File: src/teq_pkg.sv
package teq_pkg;

  // Defaults for the top-level parameters
  localparam int unsigned SlotsDef    = 16;
  localparam int unsigned TimeBitsDef = 32;

  // Fixed field widths of the stream beats
  localparam int unsigned ModeW   = 2;
  localparam int unsigned FieldTW = 32;
  localparam int unsigned SlotW   = 4;
  localparam int unsigned StatusW = 2;

  typedef enum logic [ModeW-1:0] {
    MODE_TICK   = 2'd0,
    MODE_INSERT = 2'd1,
    MODE_REMOVE = 2'd2,
    MODE_UPDATE = 2'd3
  } mode_e;

  typedef enum logic [StatusW-1:0] {
    STATUS_OK     = 2'd0,
    STATUS_FULL   = 2'd1,
    STATUS_NOSLOT = 2'd2
  } status_e;

  typedef enum logic [2:0] {
    S_IDLE,
    S_SCAN,
    S_LAST,
    S_APPLY,
    S_DONE
  } state_e;

endpackage

File: src/teq_ram.sv
module teq_ram #(
  parameter int unsigned DEPTH = 16,
  parameter int unsigned WIDTH = 32
) (
  input  logic                     clk_i,
  input  logic                     we_i,
  input  logic [$clog2(DEPTH)-1:0] wr_addr_i,
  input  logic [WIDTH-1:0]         wr_data_i,
  input  logic [$clog2(DEPTH)-1:0] rd_addr_i,
  output logic [WIDTH-1:0]         rd_data_o
);

  logic [WIDTH-1:0] mem_q [DEPTH];

  always_ff @(posedge clk_i) begin
    if (we_i) begin
      mem_q[wr_addr_i] <= wr_data_i;
    end
  end

  // Registered read
  always_ff @(posedge clk_i) begin
    rd_data_o <= mem_q[rd_addr_i];
  end

endmodule

File: src/timer_event_queue.sv
// Channel   Dir  Handshake                    Payload
// s_axis    in   s_axis_tvalid/s_axis_tready  tuser: mode; tdata: now, slot, expiry, immediate
// m_axis    out  m_axis_tvalid/m_axis_tready  tuser: status; tdata: new_slot, fired, ...
//
// A beat runs through a scan of the expiry and last-run memories, one slot per cycle,
// then the S_LAST, S_APPLY and S_DONE states before its result is loaded.
// Reset clears the valid bits and the control state at once; memory contents stay
// undefined until an insert writes them, and no clearing pass is run.
// A result waits in the output register while the next beat is accepted and scanned;
// the sequencer holds in its final state only if that register is still full and m_axis_tready is low.
module timer_event_queue
  import teq_pkg::*;
#(
  parameter int unsigned SLOTS     = SlotsDef,
  parameter int unsigned TIME_BITS = TimeBitsDef
) (
  input  logic        clk_i,
  input  logic        rst_ni,
  input  logic        s_axis_tvalid,
  output logic        s_axis_tready,
  input  logic [71:0] s_axis_tdata,   // now[31:0], slot[35:32], expiry[67:36], immediate[68]
  input  logic [1:0]  s_axis_tuser,   // mode[1:0]
  output logic        m_axis_tvalid,
  input  logic        m_axis_tready,
  output logic [47:0] m_axis_tdata,   // new_slot[3:0], fired[4], fired_slot[8:5],
                                      // has_next[9], next_wakeup[41:10]
  output logic [1:0]  m_axis_tuser    // status[1:0]
);

  localparam int unsigned IdxW = (SLOTS > 1) ? $clog2(SLOTS) : 1;

  typedef logic [TIME_BITS-1:0] time_t;
  typedef logic [IdxW-1:0]      idx_t;

  // Full ordering key: expiry, then last run, then slot
  function automatic logic key_less(input time_t ea, input time_t la, input idx_t ia,
                                    input time_t eb, input time_t lb, input idx_t ib);
    logic res;
    res = (ea < eb) || ((ea == eb) && ((la < lb) || ((la == lb) && (ia < ib))));
    return res;
  endfunction

  state_e state_q, state_d;

  // Captured beat
  mode_e mode_q;
  time_t now_q, req_q;
  logic [SlotW-1:0] slot_q;
  logic imm_q;

  logic [SLOTS-1:0] valid_q, valid_d;

  // Scan pipeline
  idx_t rd_cnt_q, rd_cnt_d;
  logic cmp_vld_q;
  idx_t cmp_idx_q;
  time_t rd_exp, rd_lr;

  // Best and second-best valid entries, first free slot, addressed slot
  logic  best_vld_q, sec_vld_q, free_vld_q, cap_vld_q;
  time_t best_exp_q, best_lr_q, sec_exp_q, sec_lr_q, cap_lr_q;
  idx_t  best_idx_q, sec_idx_q, free_idx_q;

  // Staged result
  status_e res_status_q, res_status_d;
  idx_t    res_new_q, res_new_d, res_fired_idx_q, res_fired_idx_d;
  logic    res_fired_q, res_fired_d, res_has_q, res_has_d;
  time_t   res_wake_q, res_wake_d;

  // Output register
  logic             out_vld_q;
  status_e          out_status_q;
  logic [SlotW-1:0] out_new_q, out_fired_slot_q;
  logic             out_fired_q, out_has_q;
  logic [FieldTW-1:0] out_wake_q;

  logic in_acc, out_load;
  logic exp_we, lr_we;
  idx_t wr_addr, rd_addr;
  time_t wr_exp, wr_lr;

  assign s_axis_tready = (state_q == S_IDLE);
  assign in_acc        = s_axis_tvalid && s_axis_tready;
  assign out_load      = (state_q == S_DONE) && (!out_vld_q || m_axis_tready);
  assign rd_addr       = rd_cnt_q;

  teq_ram #(.DEPTH(SLOTS), .WIDTH(TIME_BITS)) u_exp_ram (
    .clk_i     (clk_i),
    .we_i      (exp_we),
    .wr_addr_i (wr_addr),
    .wr_data_i (wr_exp),
    .rd_addr_i (rd_addr),
    .rd_data_o (rd_exp)
  );

  teq_ram #(.DEPTH(SLOTS), .WIDTH(TIME_BITS)) u_lr_ram (
    .clk_i     (clk_i),
    .we_i      (lr_we),
    .wr_addr_i (wr_addr),
    .wr_data_i (wr_lr),
    .rd_addr_i (rd_addr),
    .rd_data_o (rd_lr)
  );

  // Sequencer
  always_ff @(posedge clk_i or negedge rst_ni) begin
    if (!rst_ni) begin
      state_q   <= S_IDLE;
      rd_cnt_q  <= '0;
      cmp_vld_q <= 1'b0;
      valid_q   <= '0;
    end else begin
      state_q   <= state_d;
      rd_cnt_q  <= rd_cnt_d;
      cmp_vld_q <= (state_q == S_SCAN);
      valid_q   <= valid_d;
    end
  end

  always_comb begin
    state_d  = state_q;
    rd_cnt_d = rd_cnt_q;
    unique case (state_q)
      S_IDLE: begin
        rd_cnt_d = '0;
        if (in_acc) begin
          state_d = S_SCAN;
        end
      end
      S_SCAN: begin
        if (rd_cnt_q == idx_t'(SLOTS - 1)) begin
          state_d = S_LAST;
        end else begin
          rd_cnt_d = rd_cnt_q + idx_t'(1);
        end
      end
      S_LAST:  state_d = S_APPLY;
      S_APPLY: state_d = S_DONE;
      S_DONE: begin
        if (out_load) begin
          state_d = S_IDLE;
        end
      end
      default: state_d = S_IDLE;
    endcase
  end

  // Capture the beat
  always_ff @(posedge clk_i) begin
    if (in_acc) begin
      mode_q <= mode_e'(s_axis_tuser);
      now_q  <= time_t'(s_axis_tdata[31:0]);
      slot_q <= s_axis_tdata[35:32];
      req_q  <= time_t'(s_axis_tdata[67:36]);
      imm_q  <= s_axis_tdata[68];
    end
  end

  // Scan: keep the two best valid entries, the first free slot and the addressed slot
  logic cur_valid, beat_best, beat_sec;
  assign cur_valid = valid_q[cmp_idx_q];
  assign beat_best = !best_vld_q || key_less(rd_exp, rd_lr, cmp_idx_q,
                                             best_exp_q, best_lr_q, best_idx_q);
  assign beat_sec  = !sec_vld_q || key_less(rd_exp, rd_lr, cmp_idx_q,
                                            sec_exp_q, sec_lr_q, sec_idx_q);

  always_ff @(posedge clk_i or negedge rst_ni) begin
    if (!rst_ni) begin
      best_vld_q <= 1'b0;
      sec_vld_q  <= 1'b0;
      free_vld_q <= 1'b0;
      cap_vld_q  <= 1'b0;
    end else if (in_acc) begin
      best_vld_q <= 1'b0;
      sec_vld_q  <= 1'b0;
      free_vld_q <= 1'b0;
      cap_vld_q  <= 1'b0;
    end else if (cmp_vld_q) begin
      if (cur_valid) begin
        if (beat_best) begin
          best_vld_q <= 1'b1;
          sec_vld_q  <= best_vld_q;
        end else if (beat_sec) begin
          sec_vld_q <= 1'b1;
        end
        if (32'(cmp_idx_q) == 32'(slot_q)) begin
          cap_vld_q <= 1'b1;
        end
      end else if (!free_vld_q) begin
        free_vld_q <= 1'b1;
      end
    end
  end

  always_ff @(posedge clk_i) begin
    cmp_idx_q <= rd_cnt_q;
    if (cmp_vld_q) begin
      if (cur_valid) begin
        if (beat_best) begin
          best_exp_q <= rd_exp;
          best_lr_q  <= rd_lr;
          best_idx_q <= cmp_idx_q;
          sec_exp_q  <= best_exp_q;
          sec_lr_q   <= best_lr_q;
          sec_idx_q  <= best_idx_q;
        end else if (beat_sec) begin
          sec_exp_q <= rd_exp;
          sec_lr_q  <= rd_lr;
          sec_idx_q <= cmp_idx_q;
        end
        if (32'(cmp_idx_q) == 32'(slot_q)) begin
          cap_lr_q <= rd_lr;
        end
      end else if (!free_vld_q) begin
        free_idx_q <= cmp_idx_q;
      end
    end
  end

  // Apply the command and work out the root after it
  time_t req_eff, clamped;
  logic  fire, m_act, excl;
  time_t m_exp, m_lr;
  idx_t  m_idx, slot_idx;
  logic  oth_vld;
  time_t oth_exp;
  idx_t  oth_idx;
  time_t oth_lr;

  assign slot_idx = idx_t'(slot_q);
  assign req_eff  = (mode_q == MODE_INSERT && imm_q) ? '0 : req_q;
  assign clamped  = (now_q > req_eff) ? now_q : req_eff;
  assign fire     = best_vld_q && (now_q >= best_exp_q);

  always_comb begin
    m_act        = 1'b0;
    excl         = 1'b0;
    m_exp        = clamped;
    m_lr         = '0;
    m_idx        = slot_idx;
    exp_we       = 1'b0;
    lr_we        = 1'b0;
    valid_d      = valid_q;
    res_status_d = STATUS_OK;
    res_new_d    = '0;
    res_fired_d  = 1'b0;
    res_fired_idx_d = '0;
    case (mode_q)
      MODE_TICK: begin
        if (fire) begin
          m_act           = 1'b1;
          excl            = 1'b1;
          m_exp           = best_exp_q;
          m_lr            = now_q;
          m_idx           = best_idx_q;
          res_fired_d     = 1'b1;
          res_fired_idx_d = best_idx_q;
        end
      end
      MODE_INSERT: begin
        if (free_vld_q) begin
          m_act     = 1'b1;
          m_idx     = free_idx_q;
          res_new_d = free_idx_q;
        end else begin
          res_status_d = STATUS_FULL;
        end
      end
      MODE_REMOVE: begin
        if (cap_vld_q) begin
          excl = 1'b1;
        end else begin
          res_status_d = STATUS_NOSLOT;
        end
      end
      default: begin
        if (cap_vld_q) begin
          m_act = 1'b1;
          excl  = 1'b1;
          m_lr  = cap_lr_q;
        end else begin
          res_status_d = STATUS_NOSLOT;
        end
      end
    endcase

    if (state_q == S_APPLY) begin
      case (mode_q)
        MODE_TICK:   lr_we = fire;
        MODE_INSERT: begin
          exp_we = free_vld_q;
          lr_we  = free_vld_q;
          if (free_vld_q) begin
            valid_d[free_idx_q] = 1'b1;
          end
        end
        MODE_REMOVE: begin
          if (cap_vld_q) begin
            valid_d[slot_idx] = 1'b0;
          end
        end
        default: exp_we = cap_vld_q;
      endcase
    end
  end

  assign wr_addr = m_idx;
  assign wr_exp  = m_exp;
  assign wr_lr   = m_lr;

  // Best entry other than the one the command touched
  always_comb begin
    if (excl && best_vld_q && (best_idx_q == m_idx)) begin
      oth_vld = sec_vld_q;
      oth_exp = sec_exp_q;
      oth_lr  = sec_lr_q;
      oth_idx = sec_idx_q;
    end else begin
      oth_vld = best_vld_q;
      oth_exp = best_exp_q;
      oth_lr  = best_lr_q;
      oth_idx = best_idx_q;
    end
    if (m_act && (!oth_vld || key_less(m_exp, m_lr, m_idx, oth_exp, oth_lr, oth_idx))) begin
      res_has_d  = 1'b1;
      res_wake_d = m_exp;
    end else begin
      res_has_d  = oth_vld;
      res_wake_d = oth_vld ? oth_exp : '0;
    end
  end

  always_ff @(posedge clk_i) begin
    if (state_q == S_APPLY) begin
      res_status_q    <= res_status_d;
      res_new_q       <= res_new_d;
      res_fired_q     <= res_fired_d;
      res_fired_idx_q <= res_fired_idx_d;
      res_has_q       <= res_has_d;
      res_wake_q      <= res_wake_d;
    end
  end

  // Output register: hold the result until the beat is taken
  always_ff @(posedge clk_i or negedge rst_ni) begin
    if (!rst_ni) begin
      out_vld_q <= 1'b0;
    end else if (out_load) begin
      out_vld_q <= 1'b1;
    end else if (m_axis_tready) begin
      out_vld_q <= 1'b0;
    end
  end

  always_ff @(posedge clk_i) begin
    if (out_load) begin
      out_status_q     <= res_status_q;
      out_new_q        <= SlotW'(res_new_q);
      out_fired_q      <= res_fired_q;
      out_fired_slot_q <= SlotW'(res_fired_idx_q);
      out_has_q        <= res_has_q;
      out_wake_q       <= FieldTW'(res_wake_q);
    end
  end

  assign m_axis_tvalid = out_vld_q;
  assign m_axis_tuser  = out_status_q;
  assign m_axis_tdata  = {6'd0, out_wake_q, out_has_q, out_fired_slot_q, out_fired_q, out_new_q};

  // Checks
  a_ready_no_scan: assert property (@(posedge clk_i) disable iff (!rst_ni)
    s_axis_tready |-> !cmp_vld_q)
    else $error("scan data pending while a new beat can be accepted");

  a_write_in_apply: assert property (@(posedge clk_i) disable iff (!rst_ni)
    (exp_we || lr_we) |-> (state_q == S_APPLY))
    else $error("memory written outside the apply step");

  a_accept_starts_scan: assert property (@(posedge clk_i) disable iff (!rst_ni)
    in_acc |=> (state_q == S_SCAN) && (rd_cnt_q == '0))
    else $error("accepted beat did not start a scan from slot zero");

  a_fire_ok: assert property (@(posedge clk_i) disable iff (!rst_ni)
    (m_axis_tvalid && out_fired_q) |-> (out_status_q == STATUS_OK) && out_has_q)
    else $error("fired result with bad status or empty queue");

endmodule
File: config.mk
export PLATFORM = sky130hd
export DESIGN_NAME = timer_event_queue
export DESIGN_NICKNAME = d
export VERILOG_FILES = /design/src/teq_pkg.sv /design/src/teq_ram.sv /design/src/timer_event_queue.sv
export SDC_FILE = /design/constraint.sdc
export NUM_CORES = 2
export LEC_CHECK = 0
export BUFFER_PORTS_ARGS = -buffer_cell sky130_fd_sc_hd__buf_2
export CORE_ASPECT_RATIO = 1.4
export CORE_MARGIN = 3
export CORE_UTILIZATION = 40
export DETAILED_ROUTE_END_ITERATION = 8
export SLEW_MARGIN = 15
export SYNTH_ARGS = -nofsm -noshare
export SYNTH_HDL_FRONTEND = slang
export SYNTH_HIERARCHICAL = 1
export SYNTH_SLANG_ARGS = --single-unit
File: constraint.sdc
create_clock -name clk_i -period 12.2 [get_ports clk_i]
set_input_delay 1.22 -clock clk_i [delete_from_list [all_inputs] [get_ports clk_i]]
set_output_delay 1.22 -clock clk_i [all_outputs]
set_load 0.01 [all_outputs]
==> flow_metrics.py <==
metrics = {
    "yosys": {
        "synth_top_cell_area_share_pct": 66.3,
        "synth_xor_area_share_pct": 0.0571,
        "synth_area_um2": 61400,
        "syn-mean-instance-area_um2": 17.3,
        "synthMuxAreaShare_pct": 12.8,
        "postSynthCellCount": 3540,
        "main_combinational_cell_family_by_area_after_synthesis": "multiplexers",
        "postSynthRegisterBits": 1452,
        "ys_types": 67,
        "synth-warning-count": 6,
        "synth_area_leader_cell": "sky130_fd_sc_hd__edfxtp_1",
        "synthSimpleGateAreaFrac_pct": 4.15,
        "edff_count_synth": 1355,
        "synth-main-ff-cell": "sky130_fd_sc_hd__edfxtp_1",
        "yosys.area_share.adder_pct": 5.42,
        "seq_area_frac_synth_pct": 69.7,
        "compound_cell_area_share_of_the_yosys_netlist_pct": 5.78,
        "async_flop_share_pct": 2.00,
        "yosys-top-cells-area": "sky130_fd_sc_hd__edfxtp_1 66%, sky130_fd_sc_hd__mux4_2 9.6%, sky130_fd_sc_hd__ha_1 5.4%",
    },
    "global_route": {
        "globalRoute.totalOverflow": 0,
        "grt_max_degree": 120,
        "number_of_global_route_vias_before_repair": 34720,
        "grt_first_pass_wirelength_um": 237000,
        "gr-usage-all-layers_pct": 20.8,
        "antenna_found_initial": 4,
    },
    "pwr": {
        "powerDensity_nw_per_um2": 206,
        "ir_drop_mv": 0.165,
        "leakagePower_nw": 24.1,
        "switching_share_pct": 29.7,
        "power.share.sequential_pct": 44.3,
        "switchingPower_mw": 4.27,
        "power_frac_comb_pct": 23.9,
        "power.internal_mw": 10.1,
        "clock_power_share_pct": 31.8,
    },
    "route": {
        "drt_iter0_markers": 2775,
        "post_drt_wl_per_cell_um": 28.0,
        "drt-total-wl_um": 163000,
        "post-route-drc-count": 0,
        "detail_route.vias_per_cell": 5.76,
        "detailroute.via_count": 33548,
        "firstDrtPassIters": 6,
        "antenna_violating_nets_post_route": 0,
    },
    "floorplanning": {
        "core_um2": 152000,
        "io_pins": 130,
        "std_cell_rows": 169,
        "die_area_um2": 158000,
        "die_height_um": 470,
        "die_width_um": 337,
        "effective_utilization_at_floorplan_pct": 40.4,
    },
    "clock_network": {
        "holdBufCountCts": 0,
        "h-tree-depth": 4,
        "post-cts-setup-buffers": 0,
        "cts_resized": 0,
        "clock_sink_count": 1452,
        "cts_inserted_buffers": 143,
        "clk_pin_slew_ps": 60,
        "root_buffer": "sky130_fd_sc_hd__clkbuf_16",
        "worstSkewPairLatency_ps": 800,
        "tritoncts": "yes",
        "clockBufferDepth": 3,
    },
    "sta": {
        "timing_worst_slew_pin_value_ps": 1150,
        "setup_repair_after_global_routing_missed_its_margin": "false",
        "layout_min_cycle_time_ps": 9160,
        "fin_crit_sh_pct": 75.1,
        "final_hold_viol_count": 0,
        "fin_setup_tns_ps": 0,
        "fin_hold_ws_ps": 418,
        "relSlewSlack_pct": 23.0,
        "timing.clock.skew_ps": 35.1,
        "final-max-slew-violation-count": 0,
        "setup_viol": 0,
        "clock.fmax_mhz": 109,
    },
    "run": {
        "max_cap_violations": 0,
    },
    "worst_setup_path": {
        "worstSetupStartpointType": "flip-flop",
        "cp_data_required_time_ps": 12730,
        "crit_path_class": "reg2reg",
        "reg2reg_setup_slack_ps": 3040,
        "cp_data_arrival_time_ps": 9690,
        "timing.critical_path.to_type": "flip-flop",
        "worstPathMaxFanout": 33,
    },
    "min_path": {
        "worst_hold_path_type": "reg2reg",
    },
    "final_layout": {
        "post-route-cell-area_um2": 69700,
        "final_layout_size_suffix_gt1_share_pct": 20.7,
        "final_net_count": 4079,
        "final_common_cell": "sky130_fd_sc_hd__edfxtp_1",
        "final_core_utilization_pct": 45.8,
        "layout_common_cells": "1355 x sky130_fd_sc_hd__edfxtp_1, 266 x sky130_fd_sc_hd__ha_1, 261 x sky130_fd_sc_hd__mux4_2",
        "final_cell_count_no_fill": 5822,
        "flow.area_growth_from_synthesis_pct": 13.5,
    },
    "placement": {
        "hpwlAfterDp_um": 100000,
        "portBuffers": 120,
        "placed_cells": 5556,
        "placed_cell_area_um2": 64700,
        "routabilityCongestion": 0.879,
    },
    "run_status": {
        "result_of_the_run": "finished, final reports clean",
    },
}
[critical path, cell delays in order (launching register included)]
cell,delay (ps)
sky130_fd_sc_hd__edfxtp_1,620
sky130_fd_sc_hd__nor2_1,510
sky130_fd_sc_hd__nand2_2,560
sky130_fd_sc_hd__nand2_1,330
sky130_fd_sc_hd__ha_1,170
sky130_fd_sc_hd__nand4_1,140
sky130_fd_sc_hd__nor2_1,170
sky130_fd_sc_hd__nand2_1,140
sky130_fd_sc_hd__a211oi_1,400
sky130_fd_sc_hd__o41ai_1,200
sky130_fd_sc_hd__a31oi_4,780
sky130_fd_sc_hd__a21oi_1,200
sky130_fd_sc_hd__o21ai_1,870
sky130_fd_sc_hd__ha_1,410
sky130_fd_sc_hd__nand4_1,120
sky130_fd_sc_hd__nor2_1,150
sky130_fd_sc_hd__nand4_1,290
sky130_fd_sc_hd__o211ai_1,150
sky130_fd_sc_hd__or3b_2,520
sky130_fd_sc_hd__nor3_1,640
sky130_fd_sc_hd__o21ai_1,240
sky130_fd_sc_hd__o211ai_4,110
sky130_fd_sc_hd__buf_4,670
sky130_fd_sc_hd__mux2_1,380
[metal layers]
layer  vias up  GRT usage [%]  share of wire, %  routed length [um]
met4         2           8.08               3.7                6040
met2      1127           36.0                51               83200
met3       309           3.05               5.7                9200
met1     17529           26.2                40               64300
met5         -              0            0.0061                  10
li1      14581              -                 -                   -
[through the flow]
stage	worst slack, ps	power, mW
floorplan	5680	8.77
global placement	2930	9.88
detailed placement	2850	9.91
CTS	2810	14.5
global route	2360	15.0
finish	3040	14.4
[registers in the layout, summed over array words and instances, names as in the netlist, 16 cells and up]
signal and flops:
best_lr_q 32, req_q 32, u_exp_ram/mem_q 512, u_lr_ram/mem_q 512, res_wake_q 32, best_exp_q 32, valid_q 16, cap_lr_q 32
u_lr_ram/rd_data_o 32, u_exp_ram/rd_data_o 32, out_wake_q 32, now_q 32, sec_lr_q 32, sec_exp_q 32
[Yosys cell counts (all sizes together), types with 5 or more instances]
cell type  number
a22oi         129
ha            266
a211oi          7
nand4          56
nand3          60
nor2          117
nand2b         14
nor2b          25
nand2         189
mux4          261
and2            5
and3            7
dfxtp          68
a21o           49
nand3b          8
a211o           7
clkbuf         73
mux2i          70
dfrtp          29
o21ai         115
a22o           31
buf            85
inv           147
o211ai          7
mux2          102
or3            11
a21oi         117
o21a           10
edfxtp       1355
nor3           27
nor4            8
o31ai          33
a2111oi         6
[worst paths after layout]
path                       cells after the start                   endpoint                startpoint
max                                           23   res_wake_q[31]$_DFFE_PP_       mode_q[1]$_DFFE_PP_
min in group asynchronous                      1  m_axis_tvalid$_DFFE_PN0P_                    rst_ni
min reg2reg                                    0   out_wake_q[28]$_DFFE_PP_  res_wake_q[28]$_DFFE_PP_
max in group asynchronous                      1     rd_addr[0]$_DFFE_PN0P_                    rst_ni
max reg2reg                                   23   res_wake_q[31]$_DFFE_PP_       mode_q[1]$_DFFE_PP_
min                                            0   out_wake_q[28]$_DFFE_PP_  res_wake_q[28]$_DFFE_PP_
[final cells by class]
cell class,count,area [um^2]
repair buffers,203,1240
fillers,12902,82400
clock buffers,194,3940
clock inverters,71,946
multi-input cells,1787,17700
flip-flops and latches,1452,42800
diodes,1,2.50
well taps,1966,2460
inverters,148,556
[power groups by stage]
stage / Combinational (mW) / Sequential [mW] / Clock (mW)
after floorplan: 2.55 / 6.22 / 0
after global placement: 3.41 / 6.47 / 0
after detailed placement: 3.44 / 6.47 / 0
after CTS: 3.46 / 6.37 / 4.67
after global routing: 3.75 / 6.40 / 4.86
final: 3.43 / 6.37 / 4.57
[kinds of logic (layout without fill, tap and decap cells)]
family / count (synthesis) / count (layout)
mux: 433 / 433
xor+xnor: 4 / 4
compound gates: 538 / 538
other cells: 1 / 7
fa+ha+maj: 266 / 266
simple gates: 540 / 540
flops: 1452 / 1452
buf+inv: 306 / 616
Note: power is estimated with default switching activity, not from simulation.
